## src/hdl/swbrm_pkg.sv

```systemverilog
// Shared constants and types for the sliding-window byte-rate meter.
package swbrm_pkg;

    // ring geometry defaults
    localparam int BUCKETS         = 20;
    localparam int BUCKET_MS       = 250;
    localparam int RECENT_BUCKETS  = 4;

    // field widths
    localparam int OP_W    = 2;
    localparam int TIME_W  = 16;
    localparam int BYTE_W  = 32;

    // recent query goes stale above this many milliseconds
    localparam logic [TIME_W-1:0] RECENT_LIMIT_MS = 16'd5000;

    // average divides the window sum by 5: x / 5 == (x * 0xCCCCCCCD) >> 34
    localparam logic [BYTE_W-1:0] AVG_RECIP = 32'hCCCC_CCCD;
    localparam int                AVG_SHIFT = 34;

    typedef enum logic [OP_W-1:0] {
        OP_ADD    = 2'd0,
        OP_AVG    = 2'd1,
        OP_RECENT = 2'd2,
        OP_NONE   = 2'd3
    } t_op;

    typedef enum logic [3:0] {
        S_IDLE,
        S_ADV,
        S_STEP,
        S_ADD_RD,
        S_ADD_WR,
        S_SUM,
        S_SUM_END,
        S_MUL,
        S_QUOT,
        S_DONE
    } t_state;

endpackage

```

## src/hdl/swbrm_ram.sv

```systemverilog
// Generic single-write, single-read RAM with registered read data.
module swbrm_ram #(
    parameter int WIDTH = 32,
    parameter int DEPTH = 20
) (
    input  logic                     i_clk,
    input  logic                     i_we,
    input  logic [$clog2(DEPTH)-1:0] i_waddr,
    input  logic [WIDTH-1:0]         i_wdata,
    input  logic [$clog2(DEPTH)-1:0] i_raddr,
    output logic [WIDTH-1:0]         o_rdata
);

    logic [WIDTH-1:0] r_mem [DEPTH];
    logic [WIDTH-1:0] r_rdata;

    // write port and registered read port
    always_ff @(posedge i_clk) begin
        if (i_we) begin
            r_mem[i_waddr] <= i_wdata;
        end
        r_rdata <= r_mem[i_raddr];
    end

    assign o_rdata = r_rdata;

endmodule

```

## src/hdl/sliding_window_byte_rate_meter_top.sv

```systemverilog
// Top level of the sliding-window byte-rate meter: sequencer, timer and ring control.
//
// A request is taken when start is high and busy is low; busy then stays high until the
// single result has been shown on o_rate_value for one cycle with o_valid high. The
// receiver cannot stall, so o_valid is a one-cycle strobe. One shared subtract-and-compare
// unit walks the ring, advancing it by at most BUCKETS buckets, and summing reads one bucket
// a cycle from the bucket RAM. Add and average first advance the ring; add then reads and
// writes the newest bucket, average sums all BUCKETS buckets (one 32x32 multiply for the
// divide by 5), recent sums RECENT_BUCKETS buckets, and a stale recent or unused opcode
// goes straight to the strobe. A new request is taken the cycle after the
// strobe. Bucket contents are cleared by per-bucket valid flags, so no clearing pass runs
// after reset.
module sliding_window_byte_rate_meter_top #(
    parameter int BUCKETS        = swbrm_pkg::BUCKETS,
    parameter int BUCKET_MS      = swbrm_pkg::BUCKET_MS,
    parameter int RECENT_BUCKETS = swbrm_pkg::RECENT_BUCKETS
) (
    input  logic                        i_clk,
    input  logic                        i_rst_n,
    input  logic                        start,
    output logic                        busy,
    input  logic [swbrm_pkg::OP_W-1:0]   i_opcode,
    input  logic [swbrm_pkg::TIME_W-1:0] i_elapsed_ms,
    input  logic [swbrm_pkg::BYTE_W-1:0] i_byte_count,
    output logic                        o_valid,
    output logic [swbrm_pkg::BYTE_W-1:0] o_rate_value
);

    localparam int AW     = $clog2(BUCKETS);
    localparam int KMAX   = (BUCKETS > RECENT_BUCKETS) ? BUCKETS : RECENT_BUCKETS;
    localparam int KW     = $clog2(KMAX + 1);
    localparam int TW     = swbrm_pkg::TIME_W;
    localparam int BW     = swbrm_pkg::BYTE_W;
    localparam int PW     = 2 * BW;

    swbrm_pkg::t_state r_state, n_state;
    swbrm_pkg::t_op    r_op,    n_op;

    logic [TW-1:0]      r_timer, n_timer;
    logic [AW-1:0]      r_cur,   n_cur;
    logic [AW-1:0]      r_addr,  n_addr;
    logic [KW-1:0]      r_k,     n_k;
    logic [BUCKETS-1:0] r_valid, n_valid;
    logic               r_vq,    n_vq;
    logic               r_pend,  n_pend;
    logic [BW-1:0]      r_bytes, n_bytes;
    logic [BW-1:0]      r_acc,   n_acc;
    logic [BW-1:0]      r_result, n_result;
    logic [PW-1:0]      r_prod,  n_prod;

    logic               ram_we;
    logic [AW-1:0]      ram_raddr;
    logic [BW-1:0]      ram_wdata;
    logic [BW-1:0]      ram_rdata;

    logic [TW:0]        timer_sum;
    logic [TW-1:0]      timer_sat;
    logic [BW-1:0]      bucket_rd;
    logic               step_go;
    logic               sum_last;
    logic [AW-1:0]      cur_inc;
    logic [AW-1:0]      addr_inc;
    logic [AW-1:0]      addr_dec;

    swbrm_ram #(
        .WIDTH (BW),
        .DEPTH (BUCKETS)
    ) u_ram (
        .i_clk   (i_clk),
        .i_we    (ram_we),
        .i_waddr (r_cur),
        .i_wdata (ram_wdata),
        .i_raddr (ram_raddr),
        .o_rdata (ram_rdata)
    );

    // saturating timer update and shared step compare
    assign timer_sum = {1'b0, r_timer} + {1'b0, i_elapsed_ms};
    assign timer_sat = timer_sum[TW] ? {TW{1'b1}} : timer_sum[TW-1:0];
    assign step_go   = (r_k < KW'(BUCKETS)) && (r_timer >= TW'(BUCKET_MS));
    assign bucket_rd = r_vq ? ram_rdata : '0;
    assign cur_inc   = (r_cur == AW'(BUCKETS - 1)) ? '0 : r_cur + 1'b1;
    assign addr_inc  = (r_addr == AW'(BUCKETS - 1)) ? '0 : r_addr + 1'b1;
    assign addr_dec  = (r_addr == '0) ? AW'(BUCKETS - 1) : r_addr - 1'b1;
    assign sum_last  = (r_op == swbrm_pkg::OP_AVG) ? (r_k == KW'(BUCKETS - 1))
                                                   : (r_k == KW'(RECENT_BUCKETS - 1));

    // next state
    always_comb begin
        n_state = r_state;
        case (r_state)
            swbrm_pkg::S_IDLE: begin
                if (start) begin
                    case (swbrm_pkg::t_op'(i_opcode))
                        swbrm_pkg::OP_ADD,
                        swbrm_pkg::OP_AVG:    n_state = swbrm_pkg::S_ADV;
                        swbrm_pkg::OP_RECENT: n_state = (timer_sat > swbrm_pkg::RECENT_LIMIT_MS)
                                                        ? swbrm_pkg::S_DONE : swbrm_pkg::S_SUM;
                        default:              n_state = swbrm_pkg::S_DONE;
                    endcase
                end
            end
            swbrm_pkg::S_ADV: begin
                if (r_timer > TW'(BUCKET_MS)) begin
                    n_state = swbrm_pkg::S_STEP;
                end else if (r_op == swbrm_pkg::OP_ADD) begin
                    n_state = swbrm_pkg::S_ADD_RD;
                end else begin
                    n_state = swbrm_pkg::S_SUM;
                end
            end
            swbrm_pkg::S_STEP: begin
                if (!step_go) begin
                    n_state = (r_op == swbrm_pkg::OP_ADD) ? swbrm_pkg::S_ADD_RD
                                                          : swbrm_pkg::S_SUM;
                end
            end
            swbrm_pkg::S_ADD_RD:  n_state = swbrm_pkg::S_ADD_WR;
            swbrm_pkg::S_ADD_WR:  n_state = swbrm_pkg::S_DONE;
            swbrm_pkg::S_SUM: begin
                if (sum_last) begin
                    n_state = swbrm_pkg::S_SUM_END;
                end
            end
            swbrm_pkg::S_SUM_END: begin
                n_state = (r_op == swbrm_pkg::OP_AVG) ? swbrm_pkg::S_MUL : swbrm_pkg::S_DONE;
            end
            swbrm_pkg::S_MUL:     n_state = swbrm_pkg::S_QUOT;
            swbrm_pkg::S_QUOT:    n_state = swbrm_pkg::S_DONE;
            swbrm_pkg::S_DONE:    n_state = swbrm_pkg::S_IDLE;
            default:              n_state = swbrm_pkg::S_IDLE;
        endcase
    end

    // handshake and RAM controls
    always_comb begin
        busy      = (r_state != swbrm_pkg::S_IDLE);
        o_valid   = (r_state == swbrm_pkg::S_DONE);
        ram_we    = (r_state == swbrm_pkg::S_ADD_WR);
        ram_raddr = (r_state == swbrm_pkg::S_ADD_RD) ? r_cur : r_addr;
        ram_wdata = bucket_rd + r_bytes;
    end

    assign o_rate_value = r_result;

    // datapath next values
    always_comb begin
        n_op     = r_op;
        n_timer  = r_timer;
        n_cur    = r_cur;
        n_addr   = r_addr;
        n_k      = r_k;
        n_valid  = r_valid;
        n_vq     = r_vq;
        n_pend   = r_pend;
        n_bytes  = r_bytes;
        n_acc    = r_acc;
        n_result = r_result;
        n_prod   = r_prod;
        case (r_state)
            swbrm_pkg::S_IDLE: begin
                // take the request and bring the timer up to date
                if (start) begin
                    n_op     = swbrm_pkg::t_op'(i_opcode);
                    n_bytes  = i_byte_count;
                    n_timer  = timer_sat;
                    n_k      = '0;
                    n_acc    = '0;
                    n_pend   = 1'b0;
                    n_result = '0;
                    n_addr   = (swbrm_pkg::t_op'(i_opcode) == swbrm_pkg::OP_RECENT) ? r_cur : '0;
                end
            end
            swbrm_pkg::S_STEP: begin
                // advance one bucket and drop its contents, or restart the timer
                if (step_go) begin
                    n_cur          = cur_inc;
                    n_valid[cur_inc] = 1'b0;
                    n_timer        = r_timer - TW'(BUCKET_MS);
                    n_k            = r_k + 1'b1;
                end else begin
                    n_timer = '0;
                    n_k     = '0;
                end
            end
            swbrm_pkg::S_ADD_RD: begin
                n_vq = r_valid[r_cur];
            end
            swbrm_pkg::S_ADD_WR: begin
                n_valid[r_cur] = 1'b1;
            end
            swbrm_pkg::S_SUM: begin
                // issue one bucket read and fold in the previous one
                if (r_pend) begin
                    n_acc = r_acc + bucket_rd;
                end
                n_vq   = r_valid[r_addr];
                n_pend = 1'b1;
                n_k    = r_k + 1'b1;
                n_addr = (r_op == swbrm_pkg::OP_AVG) ? addr_inc : addr_dec;
            end
            swbrm_pkg::S_SUM_END: begin
                n_acc    = r_acc + bucket_rd;
                n_result = r_acc + bucket_rd;
            end
            swbrm_pkg::S_MUL: begin
                n_prod = {{BW{1'b0}}, r_acc} * {{BW{1'b0}}, swbrm_pkg::AVG_RECIP};
            end
            swbrm_pkg::S_QUOT: begin
                n_result = BW'(r_prod >> swbrm_pkg::AVG_SHIFT);
            end
            default: begin
            end
        endcase
    end

    // control registers
    always_ff @(posedge i_clk) begin
        if (!i_rst_n) begin
            r_state <= swbrm_pkg::S_IDLE;
            r_timer <= '0;
            r_cur   <= '0;
            r_valid <= '0;
            r_k     <= '0;
            r_pend  <= 1'b0;
        end else begin
            r_state <= n_state;
            r_timer <= n_timer;
            r_cur   <= n_cur;
            r_valid <= n_valid;
            r_k     <= n_k;
            r_pend  <= n_pend;
        end
    end

    // payload registers
    always_ff @(posedge i_clk) begin
        r_op     <= n_op;
        r_addr   <= n_addr;
        r_vq     <= n_vq;
        r_bytes  <= n_bytes;
        r_acc    <= n_acc;
        r_result <= n_result;
        r_prod   <= n_prod;
    end

endmodule

```

## config.mk

```make
export PLATFORM = sky130hd
export DESIGN_NAME = sliding_window_byte_rate_meter_top
export DESIGN_NICKNAME = d
export VERILOG_FILES = /design/src/hdl/swbrm_pkg.sv /design/src/hdl/swbrm_ram.sv /design/src/hdl/sliding_window_byte_rate_meter_top.sv
export SDC_FILE = /design/constraint.sdc
export NUM_CORES = 2
export LEC_CHECK = 0
export ABC_AREA = 1
export BUFFER_PORTS_ARGS = -buffer_cell sky130_fd_sc_hd__buf_2
export CAP_MARGIN = 30
export CORE_ASPECT_RATIO = 1.4
export CORE_MARGIN = 2
export CORE_UTILIZATION = 28
export CTS_CLUSTER_SIZE = 16
export DETAILED_ROUTE_END_ITERATION = 8
export HOLD_SLACK_MARGIN = 0.15
export SKIP_CTS_REPAIR_TIMING = 1
export SYNTH_ARGS = -nofsm -noshare
export SYNTH_HDL_FRONTEND = slang
export SYNTH_SLANG_ARGS = --single-unit
```

## constraint.sdc

```tcl
create_clock -name i_clk -period 5.8 [get_ports i_clk]
set_input_delay 1.16 -clock i_clk [delete_from_list [all_inputs] [get_ports i_clk]]
set_output_delay 1.16 -clock i_clk [all_outputs]
set_load 0.05 [all_outputs]
```

# Word-level counts from Yosys, hierarchy flattened
# Memory sizes are Yosys's and may differ from the RTL's. A register that Yosys moved wholly into a read port is not among the register bits.
# Cells that the tools add are included.
totals:
  regBits: 219
  ram_bits: 640
  inputBits: 53
  out_inout_bits: 34
  wordCells: 127
  memories: 1
op_classes:
  n_addsub: 8
  mul: 1
  n_lt_le_gt_ge: 9
  eq_ne: 21
  muxes: 45
  n_bitwise: 3
  reduce_logical: 26
memory_table:
  columns: ["name", "depth", "word_bits", "read_ports", "rd_ports_with_merged_regs", "wr", "line_no", "source"]
  rows:
  - ["u_ram.r_mem", 20, 32, 1, 1, 1, "swbrm_ram.sv:14", "logic [WIDTH-1:0] r_mem [DEPTH];"]
ops:
  columns: ["operator", "count"]
  rows:
  - ["$pmux 32 s3", 2]
  - ["$mux 32", 3]
  - ["$add 32x32->32", 2]
  - ["$mul 32x32->64 const B", 1]
  - ["$mux 16", 3]
  - ["$mux 5", 9]
  - ["$pmux 20 s2", 1]
  - ["$pmux 16 s2", 1]
  - ["$pmux 4 s8", 1]
  - ["$and 20x20->20", 1]
  - ["$mux 20", 1]
  - ["$mux 4", 5]
  - ["$not 20->20", 1]
  - ["$or 20x20->20", 1]
  - ["$lt 5x6->1 const B", 3]
  - ["$add 16x16->17", 1]
  - ["$eq 4x3->1 const B", 4]
  - ["$ge 16x8->1 const B", 1]
  - ["$gt 16x13->1 const B", 1]
  - ["$gt 16x8->1 const B", 1]
  - ["$sub 16x8->16 const B", 1]
  - ["$add 5x1->5 const B", 3]
  - ["$eq 5x5->1 const B", 3]
  - ["$pmux 5 s3", 1]
  - ["27 further kinds", 62]

# Depth between registers and ports, before layout
logic_depth:
  ltp_word: 10
  mapped_depth: 29
  depth_no_buf: 28

# Cells and area by module
# Synthesis repeated with hierarchy kept, for this count alone.
hier_totals:
  cells_unflattened: 5788
  area_unflattened_um2: 56982.2
modules_own_cells:
  columns: ["mod", "n_inst", "cells_each", "area_each_um2", "seq_area_each_um2"]
  rows:
  - ["sliding_window_byte_rate_meter_top", 1, 3632, 30390.4, 5044.8]
  - ["swbrm_ram", 1, 2156, 26591.8, 19859.0]

# Worst setup path after synthesis
# No wires, ideal clock.
synth_timing:
  kind: "register -> register"
  from: "register r_acc[19]"
  to: "register r_prod[63], data pin"
  setup_ns: 0.261
  arrival_ns: 5.881
  required_time_ns: 5.539
  setup_slack_ns: -0.342
  path_stages_with_launch: 23
  path_buffers: 0
  period_less_slack_ns: 6.142
  path_cell_list: "edfxtp_1 -> ha_1 -> inv_1 -> fa_1 -> inv_1 -> fa_1 -> inv_1 -> fa_1 -> inv_1 -> fa_1 -> fa_1 -> fa_1 -> fa_1 -> ha_1 -> a21oi_1 -> inv_1 -> a31oi_1 -> inv_1 -> a21oi_1 -> o21ai_0 -> a221oi_1 -> nand2_1 -> xor2_1"
synth_via:
  elab_chain_len: 1
synth_rtl:
  columns: ["element", "line_no", "source"]
  rows:
  - ["start, declared", "sliding_window_byte_rate_meter_top.sv:47", "logic [BW-1:0] r_acc, n_acc;"]
  - ["start signal, assigned", "sliding_window_byte_rate_meter_top.sv:242", "r_acc <= n_acc;"]
  - ["$mul 32x32->64", "sliding_window_byte_rate_meter_top.sv:207", "n_prod = {{BW{1'b0}}, r_acc} * {{BW{1'b0}}, swbrm_pkg::AVG_RECIP};"]
  - ["end signal, assigned", "sliding_window_byte_rate_meter_top.sv:244", "r_prod <= n_prod;"]
  - ["end, declared", "sliding_window_byte_rate_meter_top.sv:49", "logic [PW-1:0] r_prod, n_prod;"]
# Every way passes these cells.
# A chain may end at the register's enable or synchronous reset.

# Final worst setup path
layout_timing:
  from: "register r_acc[5]"
  to: "register r_prod[57], data pin"
# Same word-level chain as after synthesis.

==> results.yml <==
sta:
  rsz0062_at_grt: "true"
  tightest_slew_ps: 1140
  setup_violations: 30
  fin_skew_ps: 47.1
  period_minus_slack_ps: 6470
  drv_slew: 0
  fmax_mhz: 155
  setup_slack_ps: -667
  maxSlewHeadroom_pct: 24.1
  fin_crit_sh_pct: 111
  hold_viol: 0
logic_synthesis:
  ys_seq_elements: 857
  synth-compound-area-share_pct: 12.0
  ys_async_sr_fraction_pct: 0
  muxShareOfSynthArea_pct: 0
  yosys_warnings: 0
  synth_edf_count: 774
  syn_area_per_cell_um2: 10.4
  synth_top_family_by_area: "adder cells"
  synth-adder-area-share_pct: 23.9
  netlist_area_um2: 55300
  synth_flop_cell: "edfxtp_1"
  syn-num-nets: 6163
  synth-seq-area-share_pct: 45.1
  synth_simple_gate_area_share_pct: 9.33
  synth_xor_area_share_pct: 2.39
  yosysUniqueCellTypes: 63
  synthCells: 5290
floorplan:
  die_w_um: 379
  dieHeight_um: 530
  ios: 87
  die_area_um2: 201000
  core_area_um2: 196000
  row_count: 192
  initial_core_util_pct: 28.2
clock_network:
  root_buffer: "clkbuf_16"
  cts_sinks: 857
  cts_buffer_depth: 3
  clk_latency_ps: 720
  cts_made_buffers: 90
  clkTransAtPathRegs_ps: 60
  cts_tree: "done"
  cts_max_level: 3
route:
  drc: 0
  vias: 42000
  first_pass_iters: 6
  ant_nets: 0
  finalWirelength_mm: 188
  first_iter_violations: 3137
  wl_per_cell_um: 22.0
  routed_via_density: 4.91
hold_path:
  hold_path.class: "reg -> reg"
  hold-path-cell-count: 2
  min_from: "r_pend"
  hold_path_end: "r_pend"
placed_design:
  dpl_cell_area_um2: 63000
  hpwlAfterDp_mm: 137
  gp_congestion: 1.02
  port_buffers: 86
  dp.cells: 8335
global_routing:
  antenna_found_initial: 10
  grt_pass1_wl_mm: 271
  overflow: 0
  first_global_vias: 42800
  grt_usage_pct: 18.3
  grt_max_degree: 163
critical_path:
  startpoint_type: "flip-flop"
  worst_r2r_startpoint: "r_acc[5]"
  critPathMaxFanout: 6
  slowest_delay_ps: 610
  reg2reg_depth: 22
  rrSetupSlack_ps: -670
  worst_ep_arrival_time_ps: 6910
  critPathSlowestCell: "fa_1"
  crit_path_cell_trace: "buf_4, ha_4, buf_4, or2_2, nand2_4, o21ai_1, fa_1, fa_2, buf_4, fa_1, fa_2, fa_1, ha_1, ha_4, nand2_2, nor2_4, inv_2, nor4_4, nand3_2, nand3_4, a31oi_4, xnor2_2"
  rr_endpoint: "r_prod[57]"
  required_ps: 6250
  critical_path_class: "reg -> reg"
  endpoint_kind: "flip-flop"
finish:
  fin_area_um2: 67900
  fin_nets: 6730
  final_cells: 8554
  area_delta_synth_final_pct: 22.9
  fin_util_pct: 34.7
  drive_gt1_share_pct: 19.9
outcome:
  status: "finished, violations left"
  violations: "negative setup slack"
job:
  drv_cap: 0
[synthesized netlist by cell type, types with 8 or more instances]
cell type,n,area (um2)
a21oi_1,226,1130
clkbuf_1,102,383
nor3_1,34,170
o21ai_1,17,85.1
a31oi_1,78,488
nand2_1,460,1730
nor2_1,620,2330
o221ai_1,94,823
o21a_1,20,150
ha_1,431,5390
nor4_1,8,50.1
o21bai_1,16,120
clkbuf_2,9,45.0
nand4_1,17,106
xnor2_1,53,464
o22ai_1,72,450
dfxtp_1,83,1660
a21o_1,12,90.1
buf_2,52,260
nand3_1,113,566
a21boi_0,8,60.1
fa_1,389,7790
o21ai_0,512,2560
edfxtp_1,774,23200
inv_1,867,3250
xor2_1,98,858
o211ai_1,40,300
[cell type report]
class / instances / area [um2]
Clock buffer: 127 / 2560
Multi-Input combinational cell: 3387 / 28400
Inverter: 874 / 3300
Clock inverter: 41 / 574
Tap cell: 2619 / 3280
Antenna cell: 2 / 5.00
Fill cell: 19400 / 128000
Sequential cell: 857 / 24900
Timing Repair Buffer: 647 / 4860
[per-layer routing]
metal | share of wire, % | up-vias | wire [um] | GRT usage, %
li1 | - | 19100 | - | -
met1 | 38 | 20900 | 71200 | 21.0
met2 | 50 | 1548 | 94200 | 32.8
met3 | 5.3 | 475 | 9880 | 2.07
met4 | 6.7 | 8 | 12700 | 10.5
met5 | 0.031 | - | 58 | 0
[critical path, delay by kind of cell (launching register included)]
family	cells	cell delay (ps)
flip-flops	1	390
buffers and inverters	4	580
AO/OA/AOI/OAI	2	210
AND/OR/NAND/NOR	7	1430
XOR/XNOR	1	140
adder cells (fa/ha/maj)	8	3420
[stage by stage]
stage | hold slack (ps) | setup TNS (ps) | setup slack (ps)
2_1_floorplan | 437 | -2030 | -196
3_3_place_gp | 446 | -17700 | -956
3_5_place_dp | 456 | -18710 | -1020
4_1_cts | 466 | -19060 | -1030
5_1_grt | 487 | -19140 | -758
6_report | 465 | -14070 | -667
[layout by cell type (no fill, tap or decap), types with 23 or more instances in the layout]
cell type	count
nor3_1	30
inv_2	38
fa_2	29
o21ai_1	33
o22ai_1	71
clkbuf_16	90
o211ai_1	40
buf_2	86
fa_1	360
nand2_2	23
nor2_1	557
nand2_1	432
o21ai_0	477
xor2_1	83
inv_1	826
nand3_1	107
xnor2_1	47
a21oi_1	182
edfxtp_1	774
o221ai_1	94
ha_1	359
buf_4	531
dfxtp_1	83
nor2_2	41
a21oi_2	37
a31oi_1	72
nor2_4	27
ha_4	60
[state kept, by name (all words and copies together) (netlist names)]
register and cells:
r_cur 5, r_valid 20, r_bytes 32, r_acc 32, r_pend 1, r_state 4
r_vq 1, u_ram.r_mem 640, r_addr 5, o_rate_value 32, r_op 2, r_prod 30
r_timer 16, r_k 5, u_ram.o_rdata 32
[kinds of logic after synthesis]
group,after synthesis
simple gates,1281
compound gates,1135
buf+inv,1046
fa+ha+maj,820
flops,857
xor+xnor,151
[worst max-delay path by stage]
stage / from / slack [ps] / end / cells past startpoint
final: r_acc[5] / -670 / r_prod[57] / 22
after global routing: r_acc[5] / -760 / r_prod[57] / 22
after CTS: r_acc[8] / -1030 / r_prod[57] / 23
after detailed placement: r_acc[8] / -1020 / r_prod[57] / 23
after global placement: r_acc[8] / -960 / r_prod[57] / 23
after floorplan: r_acc[18] / -200 / r_prod[63] / 22
Power is not shown: default switching activity piles up to over one toggle a cycle in this logic, so the estimate is an artifact.
